`src/rtl/core/bpwf_pkg.sv`:
```
// Shared types, codes and defaults for the bootloader page-write framer.
package bpwf_pkg;

    localparam int DEFAULT_PAGE_BYTES  = 256;
    localparam int DEFAULT_QUEUE_DEPTH = 4;

    localparam int SIZE_W   = 21;
    localparam int ADDR_W   = 32;
    localparam int CMD_W    = 16;
    localparam int OFFS_W   = 9;
    localparam int CFG_W    = 32;
    localparam int CFG_IDX_W = 2;

    localparam logic [SIZE_W-1:0] RESET_IMAGE_SIZE    = 21'd32768;
    localparam logic [ADDR_W-1:0] RESET_START_ADDRESS = 32'd0;
    localparam logic [CMD_W-1:0]  RESET_WRITE_COMMAND = 16'd0;

    // Configuration register indexes.
    localparam logic [CFG_IDX_W-1:0] CFG_IMAGE_SIZE    = 2'd0;
    localparam logic [CFG_IDX_W-1:0] CFG_START_ADDRESS = 2'd1;
    localparam logic [CFG_IDX_W-1:0] CFG_WRITE_COMMAND = 2'd2;

    // Byte roles on the output.
    localparam logic [2:0] ROLE_CMD   = 3'd0;
    localparam logic [2:0] ROLE_ADDR  = 3'd1;
    localparam logic [2:0] ROLE_LEN   = 3'd2;
    localparam logic [2:0] ROLE_DATA  = 3'd3;
    localparam logic [2:0] ROLE_CHECK = 3'd4;

    // Beat positions within one item's output run.
    localparam logic [3:0] BEAT_CMD_HI  = 4'd0;
    localparam logic [3:0] BEAT_CMD_LO  = 4'd1;
    localparam logic [3:0] BEAT_ADDR_3  = 4'd2;
    localparam logic [3:0] BEAT_ADDR_2  = 4'd3;
    localparam logic [3:0] BEAT_ADDR_1  = 4'd4;
    localparam logic [3:0] BEAT_ADDR_0  = 4'd5;
    localparam logic [3:0] BEAT_ADDR_CK = 4'd6;
    localparam logic [3:0] BEAT_LEN     = 4'd7;
    localparam logic [3:0] BEAT_DATA    = 4'd8;
    localparam logic [3:0] BEAT_CHECK   = 4'd9;

    typedef struct packed {
        logic [SIZE_W-1:0] image_size;
        logic [ADDR_W-1:0] start_address;
        logic [CMD_W-1:0]  write_command;
    } t_cfg;

    // One classified image byte, waiting to be serialized.
    typedef struct packed {
        logic              open;
        logic [CMD_W-1:0]  cmd;
        logic [ADDR_W-1:0] addr;
        logic [7:0]        len_less_one;
        logic [7:0]        data;
        logic              close;
        logic [7:0]        check;
        logic              image_end;
    } t_desc;

    typedef struct packed {
        logic full;
        logic empty;
    } t_q_status;

endpackage

```
`src/rtl/core/bpwf_front.sv`:
```
// Front end: accepts image bytes, tracks page state and builds descriptors.
module bpwf_front #(
    parameter int PAGE_BYTES = bpwf_pkg::DEFAULT_PAGE_BYTES
) (
    input  logic            i_clk,
    input  logic            i_rst_n,
    input  bpwf_pkg::t_cfg  i_cfg,
    input  logic            i_accept,
    input  logic [7:0]      i_image_byte,
    output logic            o_push,
    output bpwf_pkg::t_desc o_desc
);
    import bpwf_pkg::*;

    localparam logic [SIZE_W-1:0] PAGE_LEN = SIZE_W'(PAGE_BYTES);

    logic [SIZE_W-1:0] r_image_offset, n_image_offset;
    logic [OFFS_W-1:0] r_page_offset, n_page_offset;
    logic [7:0]        r_len_less_one, n_len_less_one;
    logic [ADDR_W-1:0] r_page_address, n_page_address;
    logic [7:0]        r_check, n_check;

    logic              open, ignore, close;
    logic [ADDR_W-1:0] addr;
    logic [SIZE_W-1:0] remaining, len;
    logic [7:0]        cur_len;
    logic [7:0]        check_base;

    always_comb begin
        open      = (r_page_offset == '0);
        ignore    = open && (r_image_offset >= i_cfg.image_size);
        addr      = (open && r_image_offset == '0) ? i_cfg.start_address : r_page_address;
        remaining = i_cfg.image_size - r_image_offset;
        len       = (remaining > PAGE_LEN) ? PAGE_LEN : remaining;
        cur_len   = open ? 8'(len - SIZE_W'(1)) : r_len_less_one;
        close     = (r_page_offset >= {1'b0, cur_len});
        check_base = open ? cur_len : r_check;

        n_image_offset = r_image_offset + SIZE_W'(1);
        n_len_less_one = cur_len;
        n_check        = check_base ^ i_image_byte;
        n_page_address = close ? (addr + ADDR_W'(cur_len) + ADDR_W'(1)) : addr;
        n_page_offset  = close ? '0 : (r_page_offset + OFFS_W'(1));

        o_push              = i_accept && !ignore;
        o_desc.open         = open;
        o_desc.cmd          = i_cfg.write_command;
        o_desc.addr         = addr;
        o_desc.len_less_one = cur_len;
        o_desc.data         = i_image_byte;
        o_desc.close        = close;
        o_desc.check        = n_check;
        o_desc.image_end    = (n_image_offset >= i_cfg.image_size);
    end

    always_ff @(posedge i_clk) begin
        if (!i_rst_n) begin
            r_image_offset <= '0;
            r_page_offset  <= '0;
            r_len_less_one <= '0;
            r_page_address <= '0;
            r_check        <= '0;
        end else if (o_push) begin
            r_image_offset <= n_image_offset;
            r_page_offset  <= n_page_offset;
            r_len_less_one <= n_len_less_one;
            r_page_address <= n_page_address;
            r_check        <= n_check;
        end
    end

endmodule

```
`src/rtl/core/bpwf_queue.sv`:
```
// Short descriptor queue between the front end and the serializer.
module bpwf_queue #(
    parameter int DEPTH = bpwf_pkg::DEFAULT_QUEUE_DEPTH
) (
    input  logic                i_clk,
    input  logic                i_rst_n,
    input  logic                i_push,
    input  bpwf_pkg::t_desc     i_desc,
    input  logic                i_pop,
    output bpwf_pkg::t_desc     o_head,
    output bpwf_pkg::t_q_status o_status
);
    import bpwf_pkg::*;

    localparam int PTR_W = (DEPTH > 1) ? $clog2(DEPTH) : 1;
    localparam int CNT_W = $clog2(DEPTH + 1);

    t_desc            r_mem [DEPTH];
    logic [PTR_W-1:0] r_wr_ptr, r_rd_ptr;
    logic [CNT_W-1:0] r_count;

    function automatic logic [PTR_W-1:0] bump(input logic [PTR_W-1:0] ptr);
        return (ptr == PTR_W'(DEPTH - 1)) ? '0 : (ptr + PTR_W'(1));
    endfunction

    assign o_head         = r_mem[r_rd_ptr];
    assign o_status.full  = (r_count == CNT_W'(DEPTH));
    assign o_status.empty = (r_count == '0);

    always_ff @(posedge i_clk) begin
        if (i_push) begin
            r_mem[r_wr_ptr] <= i_desc;
        end
    end

    always_ff @(posedge i_clk) begin
        if (!i_rst_n) begin
            r_wr_ptr <= '0;
            r_rd_ptr <= '0;
            r_count  <= '0;
        end else begin
            if (i_push) begin
                r_wr_ptr <= bump(r_wr_ptr);
            end
            if (i_pop) begin
                r_rd_ptr <= bump(r_rd_ptr);
            end
            if (i_push && !i_pop) begin
                r_count <= r_count + CNT_W'(1);
            end else if (i_pop && !i_push) begin
                r_count <= r_count - CNT_W'(1);
            end
        end
    end

endmodule

```
`src/rtl/core/bpwf_back.sv`:
```
// Back end: serializes each descriptor into output beats through an output register.
module bpwf_back (
    input  logic                i_clk,
    input  logic                i_rst_n,
    input  bpwf_pkg::t_desc     i_head,
    input  bpwf_pkg::t_q_status i_status,
    output logic                o_pop,
    output logic                o_out_valid,
    input  logic                i_out_stall,
    output logic [7:0]          o_out_byte,
    output logic [2:0]          o_byte_role,
    output logic                o_last_of_run,
    output logic                o_image_end
);
    import bpwf_pkg::*;

    logic [3:0] r_beat;
    logic       r_out_valid;
    logic [7:0] r_out_byte, n_out_byte;
    logic [2:0] r_byte_role, n_byte_role;
    logic       r_last_of_run, n_last_of_run;
    logic       r_image_end, n_image_end;

    logic       load;
    logic [3:0] beat;

    // A run without a page opening starts straight at the data beat.
    assign beat = (r_beat == BEAT_CMD_HI && !i_head.open) ? BEAT_DATA : r_beat;
    assign load = !i_status.empty && (!r_out_valid || !i_out_stall);

    always_comb begin
        n_out_byte    = i_head.data;
        n_byte_role   = ROLE_DATA;
        n_last_of_run = 1'b0;
        n_image_end   = 1'b0;
        unique case (beat)
            BEAT_CMD_HI: begin
                n_out_byte  = i_head.cmd[15:8];
                n_byte_role = ROLE_CMD;
            end
            BEAT_CMD_LO: begin
                n_out_byte  = i_head.cmd[7:0];
                n_byte_role = ROLE_CMD;
            end
            BEAT_ADDR_3: begin
                n_out_byte  = i_head.addr[31:24];
                n_byte_role = ROLE_ADDR;
            end
            BEAT_ADDR_2: begin
                n_out_byte  = i_head.addr[23:16];
                n_byte_role = ROLE_ADDR;
            end
            BEAT_ADDR_1: begin
                n_out_byte  = i_head.addr[15:8];
                n_byte_role = ROLE_ADDR;
            end
            BEAT_ADDR_0: begin
                n_out_byte  = i_head.addr[7:0];
                n_byte_role = ROLE_ADDR;
            end
            BEAT_ADDR_CK: begin
                n_out_byte  = i_head.addr[31:24] ^ i_head.addr[23:16]
                            ^ i_head.addr[15:8] ^ i_head.addr[7:0];
                n_byte_role = ROLE_ADDR;
            end
            BEAT_LEN: begin
                n_out_byte  = i_head.len_less_one;
                n_byte_role = ROLE_LEN;
            end
            BEAT_DATA: begin
                n_out_byte    = i_head.data;
                n_byte_role   = ROLE_DATA;
                n_last_of_run = !i_head.close;
            end
            BEAT_CHECK: begin
                n_out_byte    = i_head.check;
                n_byte_role   = ROLE_CHECK;
                n_last_of_run = 1'b1;
                n_image_end   = i_head.image_end;
            end
            default: begin
                n_out_byte    = i_head.data;
                n_byte_role   = ROLE_DATA;
                n_last_of_run = 1'b1;
            end
        endcase
    end

    assign o_pop = load && n_last_of_run;

    always_ff @(posedge i_clk) begin
        if (!i_rst_n) begin
            r_beat      <= BEAT_CMD_HI;
            r_out_valid <= 1'b0;
        end else begin
            if (load) begin
                r_beat <= n_last_of_run ? BEAT_CMD_HI : (beat + 4'd1);
            end
            if (load) begin
                r_out_valid <= 1'b1;
            end else if (!i_out_stall) begin
                r_out_valid <= 1'b0;
            end
        end
    end

    always_ff @(posedge i_clk) begin
        if (load) begin
            r_out_byte    <= n_out_byte;
            r_byte_role   <= n_byte_role;
            r_last_of_run <= n_last_of_run;
            r_image_end   <= n_image_end;
        end
    end

    assign o_out_valid   = r_out_valid;
    assign o_out_byte    = r_out_byte;
    assign o_byte_role   = r_byte_role;
    assign o_last_of_run = r_last_of_run;
    assign o_image_end   = r_image_end;

endmodule

```
`src/rtl/core/bootloader_page_write_framer.sv`:
```
// An item's first beat goes through the descriptor queue and then the output register.
// Throughput: one output beat per cycle from the serializer while the output is not stalled;
// a page-opening byte makes nine beats (ten when it also closes the page), a page-closing
// byte two and any other byte one, so a full page of PAGE_BYTES bytes makes PAGE_BYTES + 9
// beats; input stalls only when the queue is full.
// Reset clears page state, queue and output; registers return to their defaults.
module bootloader_page_write_framer #(
    parameter int PAGE_BYTES  = bpwf_pkg::DEFAULT_PAGE_BYTES,
    parameter int QUEUE_DEPTH = bpwf_pkg::DEFAULT_QUEUE_DEPTH
) (
    input  logic                           i_clk,
    input  logic                           i_rst_n,
    input  logic                           i_cfg_we,
    input  logic [bpwf_pkg::CFG_IDX_W-1:0] i_cfg_index,
    input  logic [bpwf_pkg::CFG_W-1:0]     i_cfg_data,
    input  logic                           i_in_valid,
    output logic                           o_in_stall,
    input  logic [7:0]                     i_image_byte,
    output logic                           o_out_valid,
    input  logic                           i_out_stall,
    output logic [7:0]                     o_out_byte,
    output logic [2:0]                     o_byte_role,
    output logic                           o_last_of_run,
    output logic                           o_image_end
);
    import bpwf_pkg::*;

    t_cfg      r_cfg;
    logic      push, pop;
    t_desc     desc, head;
    t_q_status q_status;

    always_ff @(posedge i_clk) begin
        if (!i_rst_n) begin
            r_cfg.image_size    <= RESET_IMAGE_SIZE;
            r_cfg.start_address <= RESET_START_ADDRESS;
            r_cfg.write_command <= RESET_WRITE_COMMAND;
        end else if (i_cfg_we) begin
            unique case (i_cfg_index)
                CFG_IMAGE_SIZE:    r_cfg.image_size    <= i_cfg_data[SIZE_W-1:0];
                CFG_START_ADDRESS: r_cfg.start_address <= i_cfg_data[ADDR_W-1:0];
                CFG_WRITE_COMMAND: r_cfg.write_command <= i_cfg_data[CMD_W-1:0];
                default: begin
                end
            endcase
        end
    end

    assign o_in_stall = q_status.full;

    bpwf_front #(
        .PAGE_BYTES(PAGE_BYTES)
    ) u_front (
        .i_clk       (i_clk),
        .i_rst_n     (i_rst_n),
        .i_cfg       (r_cfg),
        .i_accept    (i_in_valid && !o_in_stall),
        .i_image_byte(i_image_byte),
        .o_push      (push),
        .o_desc      (desc)
    );

    bpwf_queue #(
        .DEPTH(QUEUE_DEPTH)
    ) u_queue (
        .i_clk   (i_clk),
        .i_rst_n (i_rst_n),
        .i_push  (push),
        .i_desc  (desc),
        .i_pop   (pop),
        .o_head  (head),
        .o_status(q_status)
    );

    bpwf_back u_back (
        .i_clk        (i_clk),
        .i_rst_n      (i_rst_n),
        .i_head       (head),
        .i_status     (q_status),
        .o_pop        (pop),
        .o_out_valid  (o_out_valid),
        .i_out_stall  (i_out_stall),
        .o_out_byte   (o_out_byte),
        .o_byte_role  (o_byte_role),
        .o_last_of_run(o_last_of_run),
        .o_image_end  (o_image_end)
    );

    // The image end flag only rides on a checksum beat, which always closes its run.
    a_end_on_check: assert property (@(posedge i_clk) disable iff (!i_rst_n)
        o_out_valid && o_image_end |-> o_byte_role == ROLE_CHECK && o_last_of_run)
        else $error("image end flag outside a closing checksum beat");

    // Header beats never end a run.
    a_header_not_last: assert property (@(posedge i_clk) disable iff (!i_rst_n)
        o_out_valid && (o_byte_role == ROLE_CMD || o_byte_role == ROLE_ADDR
        || o_byte_role == ROLE_LEN) |-> !o_last_of_run)
        else $error("run ended on a header beat");

    // A length beat taken by the sink is followed by a data beat.
    a_len_then_data: assert property (@(posedge i_clk) disable iff (!i_rst_n)
        o_out_valid && !i_out_stall && o_byte_role == ROLE_LEN
        |=> o_out_valid && o_byte_role == ROLE_DATA)
        else $error("length beat not followed by data");

    // Nothing is pushed into a full queue.
    a_no_overflow: assert property (@(posedge i_clk) disable iff (!i_rst_n)
        q_status.full |-> !push)
        else $error("descriptor queue overflow");

endmodule

```
`config.mk`:
```
export PLATFORM = sky130hd
export DESIGN_NAME = bootloader_page_write_framer
export DESIGN_NICKNAME = d
export VERILOG_FILES = /design/src/rtl/core/bpwf_pkg.sv /design/src/rtl/core/bpwf_front.sv /design/src/rtl/core/bpwf_queue.sv /design/src/rtl/core/bpwf_back.sv /design/src/rtl/core/bootloader_page_write_framer.sv
export SDC_FILE = /design/constraint.sdc
export NUM_CORES = 1
export LEC_CHECK = 0
export BUFFER_PORTS_ARGS = -buffer_cell sky130_fd_sc_hd__buf_4
export CAP_MARGIN = 25
export CORE_ASPECT_RATIO = 0.7
export CORE_UTILIZATION = 55
export CTS_CLUSTER_DIAMETER = 120
export DETAILED_ROUTE_END_ITERATION = 8
export MAX_ROUTING_LAYER = met4
export PLACE_DENSITY = 0.75
export SLEW_MARGIN = 30
export SYNTH_ARGS = -nofsm -noshare
export SYNTH_HDL_FRONTEND = slang
export SYNTH_HIERARCHICAL = 1
export SYNTH_SLANG_ARGS = --single-unit
```
`constraint.sdc`:
```
create_clock -name i_clk -period 6.5 [get_ports i_clk]
set_clock_uncertainty 0.2 [all_clocks]
set_input_delay 0 -clock i_clk [delete_from_list [all_inputs] [get_ports i_clk]]
set_output_delay 0 -clock i_clk [all_outputs]
set_load 0.02 [all_outputs]
```
# Yosys cells after proc, flatten, opt, wreduce, memory -nomap -nowiden
# Memories as Yosys holds them, arrays and structs flattened. A register that Yosys moved wholly into a read port is not among the register bits.
# Index checks and enable logic that the tools add are counted.
# word_totals
n_memories,1
output_inout_bits,15
in_bits,47
wordCells,105
regBits,172
ram_bits,300
# op_classes
n_eq_ne,15
addsub,11
order_cmp,4
n_mux,21
n_reduce_logical,32
n_bitwise,4
# memory_table
name,words,word_bits,read_ports,rd_ports_with_merged_regs,wr,line_no,text
u_queue.r_mem,4,75,1,1,1,bpwf_queue.sv:18,t_desc r_mem [DEPTH];
# ops
op,n
$pmux W8 S9,1
$mux W32,2
$ge A21 B21 Y1,2
$add A32 B1 Y32 const B,1
$add A32 B8 Y32,1
$xor A8 B8 Y8,4
$mux W8,3
$add A21 B1 Y21 const B,1
$gt A21 B9 Y1 const B,1
$logic_not A21 Y1,1
$sub A21 B21 Y21,1
$eq A4 B3 Y1 const B,4
$pmux W3 S4,1
$add A9 B1 Y9 const B,1
$ge A9 B8 Y1,1
$logic_and A1 B1 Y1,9
$logic_not A1 Y1,9
$logic_not A9 Y1,1
$mux W9,1
$eq A4 B2 Y1 const B,2
$eq A4 B4 Y1 const B,2
$logic_not A4 Y1,2
$mux W2,4
$mux W4,2
other kinds (21),30

# Longest topological paths before layout
# depth
word_depth,10
depth_mapped,29
mapped_depth_nobuf,28

# By module
# The synthesis kept the hierarchy.
# by_module_without_submodules
module,cells_each,instances,area_per_inst_um2,seq_area_each_um2
bpwf_queue,435,1,11275.8,9188.8
bpwf_front,976,1,7323.3,1561.5
bootloader_page_write_framer,263,1,2676.3,1381.3
bpwf_back,170,1,1699.1,490.5

# Worst setup path after synthesis
# No wires, ideal clock.
# synth_path
path_kind,reg2reg
from,register r_cfg[48] (netlist name)
to,register u_front.r_page_address[31]
setup_ns,0.117
path_buffers,1
stages_incl_launch_ff,30
t_required_ns,6.183
arrival_time_ns,5.990
period_less_slack_ns,6.307
setup_slack_ns,0.193
path_cell_list,dfxtp_1 -> inv_1 -> ha_1 -> fa_1 -> nand2b_1 -> a21oi_1 -> xor2_1 -> nor4_4 -> or4b_1 -> a211oi_2 -> and2_4 -> and2_0 -> nand2b_1 -> ha_1 -> nand2_1 -> o21ai_0 -> inv_1 -> ha_1 -> nor2b_1 -> o21ai_0 -> nand2b_1 -> a21oi_1 -> or2_2 -> a31o_1 -> maj3_2 -> maj3_2 -> a21boi_4 -> buf_6 -> nand4_1 -> a32o_1
# synth_rtl
item,line_no,text
from (decl),bootloader_page_write_framer.sv:28,t_cfg r_cfg;
to (signal assigned),bpwf_front.sv:67,r_page_address <= n_page_address;
to (decl),bpwf_front.sv:20,"logic [ADDR_W-1:0] r_page_address, n_page_address;"

# Worst setup path after layout
# layout_path
from,register r_cfg[48] (netlist name)
to,register u_front.r_page_address[28]
# layout_via
elab_chain_cells,8
elab_cells_between_ends,13
classes_between,4 x add/sub; 3 x order compare; 3 x mux; 3 x reduce/logical
# layout_lines
item,line_no,text
$sub A21 B21 Y21,bpwf_front.sv:33,remaining = i_cfg.image_size - r_image_offset;
$gt A21 B9 Y1,bpwf_front.sv:34,len = (remaining > PAGE_LEN) ? PAGE_LEN : remaining;
$mux W8,bpwf_front.sv:34,
$sub A8 B1 Y8,bpwf_front.sv:35,cur_len = open ? 8'(len - SIZE_W'(1)) : r_len_less_one;
$mux W8,bpwf_front.sv:35,
$add A32 B8 Y32,bpwf_front.sv:42,n_page_address = close ? (addr + ADDR_W'(cur_len) + ADDR_W'(1)) : addr;
$add A32 B1 Y32,bpwf_front.sv:42,
$mux W32,bpwf_front.sv:42,
# Parallel ways exist; a longest one is shown, timed or not.
# A chain may end at the register's enable or synchronous reset.

==> impl_metrics.env <==
export IMPL_first_iter_violations=1949
export IMPL_die_w_um=246
export IMPL_clockBufferDepth=3
export IMPL_numCtsBuffers=45
export IMPL_post_synth_top_area_cell="edfxtp_1"
export IMPL_route_detailed_drc=0
export IMPL_status="finished clean"
export IMPL_gr_total_overflow=0
export IMPL_ys_ff_latch=474
export IMPL_antenna_found_initial=0
export IMPL_fin_nets=2081
export IMPL_clock_latency_ns=0.58
export IMPL_dieArea_um2=42600
export IMPL_antenna_left=0
export IMPL_post_route_period_util_pct=95.9
export IMPL_fin_cells=2548
export IMPL_synthesis_nets=1959
export IMPL_globalplace_congestion=0.936
export IMPL_cpMaxStageDelayCell="or4b_4"
export IMPL_netlist_area_um2=23000
export IMPL_grt_pass1_wl_um=89200
export IMPL_synth_area_leaders="edfxtp_1, dfxtp_1, mux4_2, mux2i_1, ha_1"
export IMPL_cts_root_buf="clkbuf_16"
export IMPL_worst_slew_pin_slew_ns=0.937
export IMPL_yosysTopAreaCellShare_pct=40.9
export IMPL_clkPwrFrac_pct=26.4
export IMPL_via_per_inst=6.23
export IMPL_p_sw_uw=3410
export IMPL_drtPass1Iterations=8
export IMPL_setup_violations_final=0
export IMPL_internal_power_uw=6730
export IMPL_syn_avg_cell_area_um2=12.5
export IMPL_area_growth_pct=14.1
export IMPL_port_buffers=61
export IMPL_wl_per_cell_um=23.2
export IMPL_min_path_type="in2reg"
export IMPL_p_per_area_nw_per_um2=387
export IMPL_hold_viol=0
export IMPL_cap_violations=0
export IMPL_cp_top_family="simple AND/OR/NAND/NOR gates"
export IMPL_end_kind="register"
export IMPL_drive_gt1_share_pct=18.1
export IMPL_synth_edf_count=313
export IMPL_first_global_vias=15100
export IMPL_rows=62
export IMPL_path_class="reg2reg"
export IMPL_final_max_slew_viol_count=0
export IMPL_yosysWarnings=6
export IMPL_mostFrequentLayoutCells="edfxtp_1, nand2_1, dfxtp_1, nor2_1, buf_4"
export IMPL_dpl_cell_area_um2=23800
export IMPL_vias=15900
export IMPL_post_synth_num_cell_types=95
export IMPL_routed_wl_um=59200
export IMPL_ys_seq_area_share_pct=54.9
export IMPL_switching_share_pct=33.7
export IMPL_min_period_ns=6.23
export IMPL_fin_setup_tns_ns=0
export IMPL_dp_hpwl_um=39500
export IMPL_synthCells=1844
export IMPL_start_util_pct=55.9
export IMPL_final_common_cell="edfxtp_1"
export IMPL_core_um2=41100
export IMPL_p_leak_uw=0.00971
export IMPL_cts_tree="built"
export IMPL_cts_htree_levels=2
export IMPL_final_area_um2=26200
export IMPL_power_total_uw=10100
export IMPL_worst_setup_hold_path_clk_slew_ns=0.07
export IMPL_fmax_ghz=0.160
export IMPL_maxSlewHeadroom_pct=37.5
export IMPL_placed_cells=2386
export IMPL_die_height_um=173
export IMPL_required_ns=6.74
export IMPL_cts_sinks=474
export IMPL_combinationalPowerShare_pct=35.0
export IMPL_worstPathMaxFanout=10
export IMPL_grt_max_degree=97
export IMPL_critPathMaxStageDelay_ns=0.49
export IMPL_yosys_most_used_dff="edfxtp_1"
export IMPL_grt_use_total_pct=28.4
export IMPL_vdd_drop_max_uv=209
export IMPL_async_reset_ff_share_pct=0
export IMPL_path_buf_inv=3
export IMPL_worstPathArrival_ns=6.47
export IMPL_worst_setup_path_start_kind="register"
export IMPL_boundaryPins=62
export IMPL_pwr_share_seq_pct=38.6
export IMPL_timing_hold_ws_ns=0.0137
path summary, 6_finish.rpt:
kind | from | to | slack, ns | cells after the start
worst max-delay path | r_cfg[48]$_SDFFE_PN0P_ | u_front/r_page_address[28]$_SDFFE_PN0P_ | 0.27 | 28
worst min-delay path | i_image_byte[4] | u_queue/r_mem[3][14]$_DFFE_PP_ | 0.01 | 2
worst max register to register | r_cfg[48]$_SDFFE_PN0P_ | u_front/r_page_address[28]$_SDFFE_PN0P_ | 0.27 | 28
worst min register to register | u_front/r_page_address[4]$_SDFFE_PN0P_ | u_front/r_page_address[4]$_SDFFE_PN0P_ | 0.26 | 2
worst reg2reg max path, delay by kind of cell (launching register included):
family	cells	cell delay (ns)
flip-flops	1	0.35
adder cells (fa/ha/maj)	4	1.31
XOR/XNOR	1	0.12
AO/OA/AOI/OAI	9	1.66
buffers and inverters	3	0.48
AND/OR/NAND/NOR	11	2.02
power groups by stage:
stage	registers [µW]	logic, µW	clock network (µW)
3_5_place_dp	3980	3330	0
3_3_place_gp	3960	3290	0
5_1_grt	3960	3760	2840
2_1_floorplan	3930	2440	0
6_report	3920	3550	2680
4_1_cts	3920	3400	2720
metrics by stage:
step / utilization (%) / worst slack, ns
after global placement: 57.9 / 0.108
after detailed placement: 57.9 / 0.00153
after global routing: 63.7 / -0.00448
after CTS: 63.3 / 0.0350
final: 63.8 / 0.269
after floorplan: - / 0.193
cell families (layout without fill, tap and decap cells):
logic type	Yosys count	count (layout)	synth area share (%)
other cells	0	2	0
xor+xnor	86	86	3.80
compound gates	266	266	8.69
mux	183	183	12.2
fa+ha+maj	70	70	3.90
buf+inv	202	360	4.68
flops	474	474	54.9
simple gates	563	563	11.8
flip-flops by register name, indices dropped and copies added, names as in the netlist, named ones only:
register	cells
u_back/o_out_byte	8
r_cfg	69
u_back/o_out_valid	1
u_front/r_image_offset	21
u_queue/r_count	3
u_back/o_image_end	1
u_front/r_len_less_one	8
u_queue/r_wr_ptr	2
u_back/o_byte_role	3
u_queue/r_mem	300
u_front/r_page_address	32
u_front/r_check	8
u_back/r_beat	4
u_back/o_last_of_run	1
u_front/r_page_offset	9
u_queue/r_rd_ptr	2
synthesized netlist by cell type, types with 9 or more instances:
master,n
nand2b_1,13
or3_1,12
buf_2,24
nand4_1,20
inv_1,85
nor2b_1,12
nor3_1,42
mux2_2,20
a31oi_1,11
xnor2_1,56
dfxtp_1,161
mux2i_1,88
and2_1,15
nor4_1,13
xor2_1,22
o21a_1,12
buf_6,14
nor2_1,125
a21oi_1,57
edfxtp_1,313
and3_1,9
buf_4,31
clkbuf_1,35
ha_1,65
nand3_1,50
a31o_2,9
o211ai_1,9
a222oi_1,16
mux4_2,75
o21ai_0,48
nand2_1,202
per-layer routing:
layer | GRT usage, % | vias to the layer above | part of all wire (%)
li1 | - | 7083 | -
met3 | 6.04 | 146 | 10
met4 | 7.61 | 0 | 2.9
met1 | 40.9 | 7846 | 42
met2 | 40.9 | 791 | 44
met5 | - | - | 0
area by class of cell:
class | instances | area [µm²]
Multi-Input combinational cell | 1168 | 9400
Fill cell | 2967 | 14900
Sequential cell | 474 | 12600
Tap cell | 544 | 681
Inverter | 88 | 330
Timing Repair Buffer | 189 | 1640
Antenna cell | 2 | 5.00
Clock buffer | 54 | 1270
Clock inverter | 29 | 256
timing repair:
| item | in CTS | in global routing |
|---|---|---|
| endpoints found under the hold margin | 170 | 0 |
| setup buffers | 1 | 5 |
| gates cloned | 0 | 1 |
| pin swaps | 1 | 6 |
| gates resized for setup | 1 | 30 |
| endpoints found under the setup margin | 2 | 26 |
| hold buffers | 70 | 0 |
Power figures use the tool's default switching activity.
